[src/rtl/tlfc_pkg.sv]
`default_nettype none
// ----------------------------------------------------------------------------
// tlfc_pkg
// Shared types and constants for the turn-light failsafe controller.
// ----------------------------------------------------------------------------
package tlfc_pkg;

	localparam int COLOR_W    = 24;
	localparam int TIME_W     = 64;
	localparam int TIMEOUT_W  = 32;
	localparam int CFG_IDX_W  = 2;
	localparam int CFG_DATA_W = 32;

	typedef enum logic [1:0] {
		CMD_START    = 2'd0,
		CMD_TICK     = 2'd1,
		CMD_SNAPSHOT = 2'd2,
		CMD_LIGHT    = 2'd3
	} cmd_kind_t;

	typedef enum logic [2:0] {
		TURN_OFF     = 3'd0,
		TURN_LEFT    = 3'd1,
		TURN_RIGHT   = 3'd2,
		TURN_HAZARD  = 3'd3,
		TURN_UNKNOWN = 3'd4
	} turn_code_t;

	typedef enum logic [CFG_IDX_W-1:0] {
		CFG_TIMEOUT = 2'd0,
		CFG_LEFT    = 2'd1,
		CFG_RIGHT   = 2'd2,
		CFG_HAZARD  = 2'd3
	} cfg_reg_t;

	localparam logic [TIMEOUT_W-1:0] RST_TIMEOUT = 32'd500000;
	localparam logic [COLOR_W-1:0]   RST_LEFT    = 24'd65280;
	localparam logic [COLOR_W-1:0]   RST_RIGHT   = 24'd255;
	localparam logic [COLOR_W-1:0]   RST_HAZARD  = 24'd16760576;

	typedef struct packed {
		logic [1:0]         command;
		logic [TIME_W-1:0]  now_us;
		logic [2:0]         turn;
		logic               turn_valid;
		logic               health_online;
		logic [TIME_W-1:0]  turn_update_us;
		logic [COLOR_W-1:0] cmd_color;
		logic [TIME_W-1:0]  cmd_valid_until_us;
		logic               cmd_actionable;
		logic               sink_ok_first;
		logic               sink_ok_black;
	} in_item_t;

	typedef struct packed {
		logic               wrote_first;
		logic [COLOR_W-1:0] write_color;
		logic               wrote_fallback;
		logic               success;
		logic               fault;
	} out_item_t;

	typedef struct packed {
		logic [TIMEOUT_W-1:0] fail_off_timeout_us;
		logic [COLOR_W-1:0]   left_color;
		logic [COLOR_W-1:0]   right_color;
		logic [COLOR_W-1:0]   hazard_color;
	} cfg_t;

endpackage
`default_nettype wire

[src/rtl/tlfc_cfg.sv]
`default_nettype none
// ----------------------------------------------------------------------------
// tlfc_cfg
// Configuration register file: timeout and the three turn colors.
// ----------------------------------------------------------------------------
module tlfc_cfg (
	input  wire logic                          clk,
	input  wire logic                          arst_n,
	input  wire logic                          we,
	input  wire logic [tlfc_pkg::CFG_IDX_W-1:0]  index,
	input  wire logic [tlfc_pkg::CFG_DATA_W-1:0] data,
	output tlfc_pkg::cfg_t                     cfg
);
	import tlfc_pkg::*;

	cfg_t cfg_q;

	always_ff @(posedge clk or negedge arst_n) begin
		if (!arst_n) begin
			cfg_q.fail_off_timeout_us <= RST_TIMEOUT;
			cfg_q.left_color          <= RST_LEFT;
			cfg_q.right_color         <= RST_RIGHT;
			cfg_q.hazard_color        <= RST_HAZARD;
		end else if (we) begin
			unique case (cfg_reg_t'(index))
				CFG_TIMEOUT: cfg_q.fail_off_timeout_us <= data[TIMEOUT_W-1:0];
				CFG_LEFT:    cfg_q.left_color          <= data[COLOR_W-1:0];
				CFG_RIGHT:   cfg_q.right_color         <= data[COLOR_W-1:0];
				CFG_HAZARD:  cfg_q.hazard_color        <= data[COLOR_W-1:0];
			endcase
		end
	end

	assign cfg = cfg_q;

endmodule
`default_nettype wire

[src/rtl/tlfc_core.sv]
`default_nettype none
// ----------------------------------------------------------------------------
// tlfc_core
// Event decision logic and controller state: held command, fault latch and
// the color believed to be shown. State commits when the event moves on.
// ----------------------------------------------------------------------------
module tlfc_core #(
	parameter int COLOR_BITS = 24
) (
	input  wire logic         clk,
	input  wire logic         arst_n,
	input  tlfc_pkg::in_item_t item,
	input  tlfc_pkg::cfg_t     cfg,
	input  wire logic         update,
	output tlfc_pkg::out_item_t result
);
	import tlfc_pkg::*;

	localparam int HELD_W = (COLOR_BITS < COLOR_W) ? COLOR_BITS : COLOR_W;

	logic [HELD_W-1:0] held_color_q, held_color_d;
	logic [TIME_W-1:0] held_expiry_q, held_expiry_d;
	logic              held_act_q, held_act_d;
	logic              has_held_q, has_held_d;
	logic              fault_q, fault_d;
	logic [HELD_W-1:0] shown_color_q, shown_color_d;
	logic              shown_known_q, shown_known_d;

	logic [TIME_W:0]   exp_sum;
	logic [TIME_W-1:0] snap_expiry;
	logic [HELD_W-1:0] snap_color;
	logic              sig_ok;
	logic              fault_mid;
	logic              known_mid;
	logic [HELD_W-1:0] desired;
	logic              skip;

	always_comb begin
		// saturating expiry for snapshots
		exp_sum     = {1'b0, item.turn_update_us} + (TIME_W+1)'(cfg.fail_off_timeout_us);
		snap_expiry = exp_sum[TIME_W] ? {TIME_W{1'b1}} : exp_sum[TIME_W-1:0];

		sig_ok     = item.health_online && item.turn_valid;
		snap_color = '0;
		if (sig_ok) begin
			priority if (item.turn == TURN_LEFT)   snap_color = cfg.left_color[HELD_W-1:0];
			else if (item.turn == TURN_RIGHT)      snap_color = cfg.right_color[HELD_W-1:0];
			else if (item.turn == TURN_HAZARD)     snap_color = cfg.hazard_color[HELD_W-1:0];
			else                                   snap_color = '0;
		end

		held_color_d  = held_color_q;
		held_expiry_d = held_expiry_q;
		held_act_d    = held_act_q;
		has_held_d    = has_held_q;
		fault_mid     = fault_q;
		known_mid     = shown_known_q;

		unique case (cmd_kind_t'(item.command))
			CMD_START: begin
				has_held_d = 1'b0;
				known_mid  = 1'b0;
				fault_mid  = 1'b0;
			end
			CMD_TICK: begin
			end
			CMD_SNAPSHOT: begin
				held_color_d  = snap_color;
				held_act_d    = snap_color != '0;
				held_expiry_d = snap_expiry;
				has_held_d    = 1'b1;
				fault_mid     = fault_q && !(shown_known_q && shown_color_q == '0);
			end
			CMD_LIGHT: begin
				held_color_d  = item.cmd_color[HELD_W-1:0];
				held_act_d    = item.cmd_actionable;
				held_expiry_d = item.cmd_valid_until_us;
				has_held_d    = 1'b1;
				fault_mid     = fault_q && !(shown_known_q && shown_color_q == '0);
			end
		endcase

		if (!fault_mid && has_held_d && held_act_d && item.now_us <= held_expiry_d)
			desired = held_color_d;
		else
			desired = '0;

		skip          = known_mid && desired == shown_color_q;
		fault_d       = fault_mid;
		shown_color_d = shown_color_q;
		shown_known_d = known_mid;

		result.write_color    = COLOR_W'(desired);
		result.wrote_first    = 1'b0;
		result.wrote_fallback = 1'b0;
		result.success        = 1'b1;

		if (!skip) begin
			result.wrote_first = 1'b1;
			if (item.sink_ok_first) begin
				shown_color_d = desired;
				shown_known_d = 1'b1;
			end else begin
				// failed write: latch fault, try black once unless black was the target
				result.success = 1'b0;
				fault_d        = 1'b1;
				shown_known_d  = 1'b0;
				if (desired != '0) begin
					result.wrote_fallback = 1'b1;
					if (item.sink_ok_black) begin
						shown_color_d = '0;
						shown_known_d = 1'b1;
					end
				end
			end
		end
		result.fault = fault_d;
	end

	always_ff @(posedge clk or negedge arst_n) begin
		if (!arst_n) begin
			held_color_q  <= '0;
			held_expiry_q <= '0;
			held_act_q    <= 1'b0;
			has_held_q    <= 1'b0;
			fault_q       <= 1'b0;
			shown_color_q <= '0;
			shown_known_q <= 1'b0;
		end else if (update) begin
			held_color_q  <= held_color_d;
			held_expiry_q <= held_expiry_d;
			held_act_q    <= held_act_d;
			has_held_q    <= has_held_d;
			fault_q       <= fault_d;
			shown_color_q <= shown_color_d;
			shown_known_q <= shown_known_d;
		end
	end

endmodule
`default_nettype wire

[src/rtl/turn_light_failsafe_controller.sv]
`default_nettype none
// ----------------------------------------------------------------------------
// turn_light_failsafe_controller
// One RGB light driven from turn-signal events with expiry and fault fallback.
// ----------------------------------------------------------------------------
// Pipeline: input register, then the decision logic into the result register.
// Throughput: one transaction per cycle unless out_ready holds back the
//   result register; the input register refills in the same cycle the
//   result register is loaded.
// Reset: arst_n clears control state, the held command and the fault latch;
//   configuration returns to its defaults. No clearing pass.
module turn_light_failsafe_controller #(
	parameter int COLOR_BITS = 24
) (
	input  wire logic                            clk,
	input  wire logic                            arst_n,
	input  wire logic                            in_valid,
	output logic                                 in_ready,
	input  tlfc_pkg::in_item_t                   in_data,
	output logic                                 out_valid,
	input  wire logic                            out_ready,
	output tlfc_pkg::out_item_t                  out_data,
	input  wire logic                            cfg_we,
	input  wire logic [tlfc_pkg::CFG_IDX_W-1:0]  cfg_index,
	input  wire logic [tlfc_pkg::CFG_DATA_W-1:0] cfg_data
);
	import tlfc_pkg::*;

	in_item_t  item_s1;
	logic      valid_s1;
	out_item_t result;
	out_item_t out_s2;
	logic      valid_s2;
	logic      adv;
	cfg_t      cfg;

	assign adv      = valid_s1 && (!valid_s2 || out_ready);
	assign in_ready = !valid_s1 || adv;

	tlfc_cfg u_cfg (
		.clk    (clk),
		.arst_n (arst_n),
		.we     (cfg_we),
		.index  (cfg_index),
		.data   (cfg_data),
		.cfg    (cfg)
	);

	tlfc_core #(
		.COLOR_BITS (COLOR_BITS)
	) u_core (
		.clk    (clk),
		.arst_n (arst_n),
		.item   (item_s1),
		.cfg    (cfg),
		.update (adv),
		.result (result)
	);

	always_ff @(posedge clk or negedge arst_n) begin
		if (!arst_n) begin
			valid_s1 <= 1'b0;
			valid_s2 <= 1'b0;
		end else begin
			if (in_ready)
				valid_s1 <= in_valid;
			if (adv)
				valid_s2 <= 1'b1;
			else if (out_ready)
				valid_s2 <= 1'b0;
		end
	end

	always_ff @(posedge clk) begin
		if (in_valid && in_ready)
			item_s1 <= in_data;
		if (adv)
			out_s2 <= result;
	end

	assign out_valid = valid_s2;
	assign out_data  = out_s2;

endmodule
`default_nettype wire
[config.mk]
export PLATFORM = sky130hd
export DESIGN_NAME = turn_light_failsafe_controller
export DESIGN_NICKNAME = d
export VERILOG_FILES = /design/src/rtl/tlfc_pkg.sv /design/src/rtl/tlfc_cfg.sv /design/src/rtl/tlfc_core.sv /design/src/rtl/turn_light_failsafe_controller.sv
export SDC_FILE = /design/constraint.sdc
export NUM_CORES = 1
export LEC_CHECK = 0
export BUFFER_PORTS_ARGS = -buffer_cell sky130_fd_sc_hd__buf_2
export CAP_MARGIN = 30
export CORE_UTILIZATION = 50
export CTS_BUF_LIST = sky130_fd_sc_hd__clkbuf_4
export CTS_CLUSTER_DIAMETER = 120
export DETAILED_ROUTE_END_ITERATION = 6
export PLACE_DENSITY = 0.7
export SETUP_SLACK_MARGIN = 0.3
export SLEW_MARGIN = 20
export SYNTH_ARGS = -nofsm -noshare
export SYNTH_HDL_FRONTEND = slang
export SYNTH_SLANG_ARGS = --single-unit
[constraint.sdc]
create_clock -name clk -period 14.1 [get_ports clk]
set_input_delay 1.41 -clock clk [delete_from_list [all_inputs] [get_ports clk]]
set_output_delay 1.41 -clock clk [all_outputs]
set_load 0.03 [all_outputs]
# ---- After elaboration in Yosys (flattened, before gate mapping)
# Index checks and enable logic that the tools add are counted.
dict set report word_totals {
  register_bits 476
  elab_cells 97
}
dict set report op_classes {
  addsub 1
  magnitude_cmp 1
  eq_ne 9
  mux 26
  bitwise_logic 1
  reduce_logical 30
}
# operator n
set ops {}
lappend ops {{2-to-1 mux 24 bit} 8}
lappend ops {{one-hot mux 64 bit (2 select lines)} 1}
lappend ops {{adder 64 x 32 -> 65 bit} 1}
lappend ops {{<= comparator 64 bit} 1}
lappend ops {{2-to-1 mux 64 bit} 1}
lappend ops {{one-hot mux 24 bit (2 select lines)} 1}
lappend ops {{nonzero test 24 bit} 2}
lappend ops {{== test 24 bit} 1}
lappend ops {{zero test 24 bit} 1}
lappend ops {{2-to-1 mux 1 bit} 12}
lappend ops {{logical AND 1 bit} 9}
lappend ops {{== test 2 bit (second input constant)} 4}
lappend ops {{AND reduction 2 bit} 4}
lappend ops {{== test 3 x 2 -> 1 bit (second input constant)} 2}
lappend ops {{one-hot mux 1 bit (2 select lines)} 3}
lappend ops {{nonzero test 2 bit} 3}
lappend ops {{zero test 1 bit} 4}
lappend ops {{zero test 2 bit} 2}
lappend ops {{AND reduction 4 bit} 1}
lappend ops {{OR reduction 2 bit} 2}
lappend ops {{== test 3 x 1 -> 1 bit (second input constant)} 1}
lappend ops {{== test 2 x 1 -> 1 bit (second input constant)} 1}
lappend ops {{logical OR 1 bit} 2}
lappend ops {{inverter 1 bit} 1}

# ---- Depth between registers and ports, before layout
dict set report depth {
  depth_word 14
  depth_mapped 29
  ltp_nobuf 25
}

# ---- Hierarchy
# A second synthesis with hierarchy kept.
dict set report hier_totals {
  hier_cells 1930
  area_unflattened_um2 23447.5
}
# mod instances cells_per_inst area_per_inst_um2 seq_area_each_um2
set by_module_without_submodules {}
lappend by_module_without_submodules {tlfc_core 1 1447 11757.5 2902.8}
lappend by_module_without_submodules {turn_light_failsafe_controller 1 262 7731.2 7677.4}
lappend by_module_without_submodules {tlfc_cfg 1 221 3958.8 2650.0}

# ---- Least setup slack after synthesis
# OpenSTA, ideal clock, no wires.
dict set report synth_timing {
  kind {input port to flip-flop}
  from {input port out_ready}
  to {register item_s1[0] in the netlist's numbering, enable pin}
  setup_ns 0.614
  arrival_time_ns 6.922
  required_ns 13.486
  path_slack_ns 6.564
  path_stages 2
  cell_sequence {nand3b_1 and2_1}
}
dict set report synth_via {
  elab_chain_cells 4
}
# element line_no
set synth_lines {}
lappend synth_lines {{from (decl)} turn_light_failsafe_controller.sv:21} ;# input wire logic out_ready,
lappend synth_lines {{logical OR 1 bit} turn_light_failsafe_controller.sv:37} ;# assign adv = valid_s1 && (!valid_s2 || out_ready);
lappend synth_lines {{logical AND 1 bit} turn_light_failsafe_controller.sv:37}
lappend synth_lines {{logical OR 1 bit} turn_light_failsafe_controller.sv:38} ;# assign in_ready = !valid_s1 || adv;
lappend synth_lines {{logical AND 1 bit} turn_light_failsafe_controller.sv:75} ;# if (in_valid && in_ready)
lappend synth_lines {{to (signal assigned)} turn_light_failsafe_controller.sv:76} ;# item_s1 <= in_data;
lappend synth_lines {{to (decl)} turn_light_failsafe_controller.sv:29} ;# in_item_t item_s1;
# No other way between the ends.
# A chain may end at the register's enable or synchronous reset.

# ---- Worst setup path after layout
dict set report layout_timing {
  from {register item_s1[91] in the netlist's numbering}
  to {register out_s2 (netlist bit out_data[2]) (data pin)}
}
dict set report layout_via {
  elab_chain_cells 9
  elab_cells_between_ends 11
  cone_classes {1 x add/sub; 1 x order compare; 1 x eq/ne; 4 x mux; 4 x reduce/logical}
}
# element line_no
set layout_lines {}
lappend layout_lines {{adder 64 x 32 -> 65 bit *} tlfc_core.sv:40} ;# exp_sum = {1'b0, item.turn_update_us} + (TIME_W+1)'(cfg.fail_off_timeout_us);
lappend layout_lines {{2-to-1 mux 64 bit *} tlfc_core.sv:41} ;# snap_expiry = exp_sum[TIME_W] ? {TIME_W{1'b1}} : exp_sum[TIME_W-1:0];
lappend layout_lines {{one-hot mux 64 bit (2 select lines) *} tlfc_core.sv:59} ;# unique case (cmd_kind_t'(item.command))
lappend layout_lines {{<= comparator 64 bit *} tlfc_core.sv:83} ;# if (!fault_mid && has_held_d && held_act_d && item.now_us <= held_expiry_d)
lappend layout_lines {{logical AND 1 bit *} tlfc_core.sv:83}
lappend layout_lines {{2-to-1 mux 24 bit *} tlfc_core.sv:83}
lappend layout_lines {{== test 24 bit} tlfc_core.sv:88} ;# skip = known_mid && desired == shown_color_q;
lappend layout_lines {{logical AND 1 bit} tlfc_core.sv:88}
lappend layout_lines {{OR reduction 2 bit (no source line)} --}
lappend layout_lines {{to (signal assigned)} turn_light_failsafe_controller.sv:78} ;# out_s2 <= result;
lappend layout_lines {{to (decl)} turn_light_failsafe_controller.sv:32} ;# out_item_t out_s2;
# Mark *: on every way between the ends. The rest lies on a longest branch, timed or not.

==> results.tsv <==
metric	value	unit
outcome	complete, but fails checks	
violations in the final reports	DRC	
Avg Vias per Cell	5.994	
floorplan core area	46850	um^2
antenna-violating nets left	0	
width of the die	220.7	um
fraction of the core area covered by cells at the end of the flow	59.61	%
Worst R2R Start	item_s1[91]$_DFFE_PP_	
number of storage elements in the synthesis netlist	476	
final clock period utilization by the worst path	56.97	%
die footprint	48690	um^2
number of standard cells in the layout, taps in and fillers out	3081	
Worst Setup Path Type	flop to flop	
worst-case clock buffer depth	3	
share of post-route cells with drive strength above 1	31.09	%
gate count after technology mapping	2002	
vias in the first global route	18410	
Final Max Tran Viols	0	
depth of the most critical reg-to-reg path	26	
delay of the slowest cell on the worst path	840	ps
cell depth of the worst hold path	2	
buffer count from post-CTS setup fixing	0	
Setup crit end kind	flop	
Hold Crit Endpoint	u_core.held_expiry_q[14]$_DFFE_PN0P_	
sum of overflow across all layers after global routing	0	
share of Yosys cell area claimed by the top area cell type	31.91	%
Yosys Warn Count	0	
Routed WL per cell	22.90	um
Top FF cell, synth	sky130_fd_sc_hd__edfxtp_1	
Critical Path Fanout Max	29	
CTS clk-pin slew, worst paths	70	ps
dominant cell type by area after synthesis	sky130_fd_sc_hd__edfxtp_1	
IR drop worst, VDD	0.1634	mV
net count reported at finish	2726	
clock latency at the later pin of the worst-skew pair	1000	ps
top cells by area in the synthesized netlist	sky130_fd_sc_hd__edfxtp_1 32%, sky130_fd_sc_hd__dfrtp_1 19%, sky130_fd_sc_hd__mux2_2 7.1%	
ranking of synthesized cells by instance count	254 x sky130_fd_sc_hd__edfxtp_1, 184 x sky130_fd_sc_hd__dfrtp_1, 150 x sky130_fd_sc_hd__mux2_2	
number of max-capacitance violations reported	0	
setup repair after global routing missed its margin	false	
mean instance size in the synthesized netlist	11.94	um^2
post-placement cell count	2833	
vertical die dimension	220.7	um
kind of start point of the critical path	flop	
transition time at the pin with the least slew margin	1189	ps
cell with the most instances after synthesis	sky130_fd_sc_hd__edfxtp_1	
DPL Wire Length	49930	um
final critical-path required period	8032	ps
drt total wl	70560	um
hold_sp	u_core.held_expiry_q[14]$_DFFE_PN0P_	
area taken by multi-input logic gates	10080	um^2
Detailed Routing Iterations Pass 1	7	
Cell Pwr Density	163.3	nW/um^2
PostCTS Resize Cnt	0	
most frequent CP cell	sky130_fd_sc_hd__a21oi_1	
starting density of the core	51.02	%
number of DRC markers after the initial detailed-route iteration	1705	
area growth from synthesis to layout	16.83	%
required time at the worst-slack endpoint	14780	ps
distinct cell type count of the synthesized netlist	85	
nets in the synthesized netlist	2364	
worst hold path class	flop to flop	
worst reg2reg endpoint	out_data[2]$_SDFFCE_PP0P_	
headroom to the max-slew limit	19.63	%
ys async rst share	46.64	%
reg-to-reg setup timing slack	6070	ps
DRC violations left	10	
Clock Skews	55.87	ps
Hold WS	479.2	ps
first-pass GRT wire length	107000	um
f_max	0.1245	GHz
data arrival time of the worst path	8710	ps
Routability Congestion	0.9143	
sum of negative setup slack	0	ps
EDFF count, synth	254	
sequential share of the synthesized area	55.35	%
vias post-DR	18470	
Pleak	0.01171	uW
total clock sinks	476	
number of antenna violations at the first check in global routing	4	
register cell area after layout	13230	um^2
filler instances	3892	
final hold violation count	0	
H-tree depth reported by CTS	4	
# IOs	295	
Setup WS pre-CTS	6129	ps
final setup violation count	0	
Row Count	79	
root buf cell	sky130_fd_sc_hd__clkbuf_4	
origin of the worst setup path	item_s1[91]$_DFFE_PP_	
PortBufs	294	
total standard cell area after synthesis	23900	um^2
Num CTS Buffers	133	
setup ws final	6068	ps
pin count of the biggest net entering global routing	138	
cell with the largest stage delay on the worst path	sky130_fd_sc_hd__nor2_1	
CTS tree	done	
Post-CTS Hold Buffers	0	
GRT Util Overall	29.52	%
==> worst max path at each step <==
stage | slack, ps | endpoint | depth (start not counted)
after CTS | 6130 | out_data[2]$_SDFFCE_PP0P_ | 24
after detailed placement | 6130 | out_data[2]$_SDFFCE_PP0P_ | 27
final | 6070 | out_data[2]$_SDFFCE_PP0P_ | 26
after global placement | 5660 | out_data[0]$_DFFE_PP_ | 26
after global routing | 5450 | out_data[2]$_SDFFCE_PP0P_ | 24
after floorplan | 6560 | item_s1[0]$_DFFE_PP_ | 2
==> flip-flops by register name (all words and copies together), names as in the netlist <==
register / flops
valid_s1: 1
item_s1: 226
u_core.held_expiry_q: 64
u_core.held_color_q: 24
u_core.has_held_q: 1
u_cfg.cfg: 104
u_core.fault_q: 1
out_data: 28
u_core.held_act_q: 1
out_valid: 1
u_core.shown_color_q: 24
u_core.shown_known_q: 1
==> routing by layer <==
layer	GRT usage [%]	wire [um]	vias up
met5	0	27	-
met4	14.86	2706	4
met3	6.529	5050	162
met2	45.50	32790	765
met1	39.29	29980	9070
li1	-	-	8466
==> power breakdown <==
group	internal [uW]	total [uW]	switching (uW)
registers	1720	1860	141
logic	516	1350	832
clock network	768	1360	590
total	3000	4560	1560
==> kinds of logic (layout without fill, tap and decap cells) <==
kind of cell | after synthesis | in the layout | share of synthesized area [%]
compound gates | 508 | 508 | 14.72
xor+xnor | 58 | 58 | 2.125
fa+ha+maj | 97 | 97 | 5.109
buf+inv | 149 | 614 | 2.575
flops | 476 | 476 | 55.35
mux | 206 | 206 | 9.422
other cells | 0 | 7 | 0
simple gates | 508 | 508 | 10.70
==> placed cells by master, fill, tap and decap left out, types with 10 or more instances in the layout <==
| master | n |
|---|---|
| sky130_fd_sc_hd__nand2b_1 | 15 |
| sky130_fd_sc_hd__a221oi_1 | 13 |
| sky130_fd_sc_hd__xnor2_1 | 22 |
| sky130_fd_sc_hd__or3_1 | 16 |
| sky130_fd_sc_hd__o31ai_1 | 12 |
| sky130_fd_sc_hd__inv_1 | 38 |
| sky130_fd_sc_hd__a21boi_0 | 14 |
| sky130_fd_sc_hd__buf_4 | 36 |
| sky130_fd_sc_hd__clkbuf_4 | 204 |
| sky130_fd_sc_hd__nand2_1 | 132 |
| sky130_fd_sc_hd__a21o_1 | 43 |
| sky130_fd_sc_hd__clkinv_1 | 23 |
| sky130_fd_sc_hd__nand4_1 | 36 |
| sky130_fd_sc_hd__a21oi_1 | 103 |
| sky130_fd_sc_hd__nor2_1 | 125 |
| sky130_fd_sc_hd__o41ai_1 | 22 |
| sky130_fd_sc_hd__edfxtp_1 | 254 |
| sky130_fd_sc_hd__nor3_1 | 23 |
| sky130_fd_sc_hd__ha_1 | 96 |
| sky130_fd_sc_hd__a2bb2oi_1 | 15 |
| sky130_fd_sc_hd__o211ai_1 | 13 |
| sky130_fd_sc_hd__buf_2 | 293 |
| sky130_fd_sc_hd__dfrtp_1 | 184 |
| sky130_fd_sc_hd__nand3_1 | 34 |
| sky130_fd_sc_hd__a211oi_1 | 10 |
| sky130_fd_sc_hd__o221ai_1 | 11 |
| sky130_fd_sc_hd__mux2_2 | 150 |
| sky130_fd_sc_hd__o21ai_0 | 81 |
| sky130_fd_sc_hd__a31oi_1 | 53 |
| sky130_fd_sc_hd__mux2i_1 | 54 |
| sky130_fd_sc_hd__o2111ai_1 | 12 |
| sky130_fd_sc_hd__xor2_1 | 36 |
| sky130_fd_sc_hd__o311ai_0 | 11 |
| sky130_fd_sc_hd__dfstp_2 | 38 |
| sky130_fd_sc_hd__and3_1 | 26 |
| sky130_fd_sc_hd__nor2b_1 | 29 |
==> cell type report <==
cell class	count	share of cell area [%]
diodes	7	0.06272
clock buffers	204	5.484
clock inverters	34	1.044
inverters	41	0.5511
multi-input cells	1377	36.11
flip-flops and latches	476	47.37
well taps	607	2.720
repair buffers	335	6.653
==> through the flow <==
step           area [um^2]  power (uW)
6_report             27930        4561
4_1_cts              27830        4573
2_1_floorplan        23900        2773
3_3_place_gp         25990        3169
3_5_place_dp         26010        3201
5_1_grt              27930        4803
==> critical path: cells and delay by family (launching register included) <==
family	cells	cell delay (ps)
buf+inv	2	420
fa+ha+maj	3	820
simple gates	9	3510
flops	1	370
compound gates	12	2580
No activity file was read; power rests on OpenSTA's default activity.
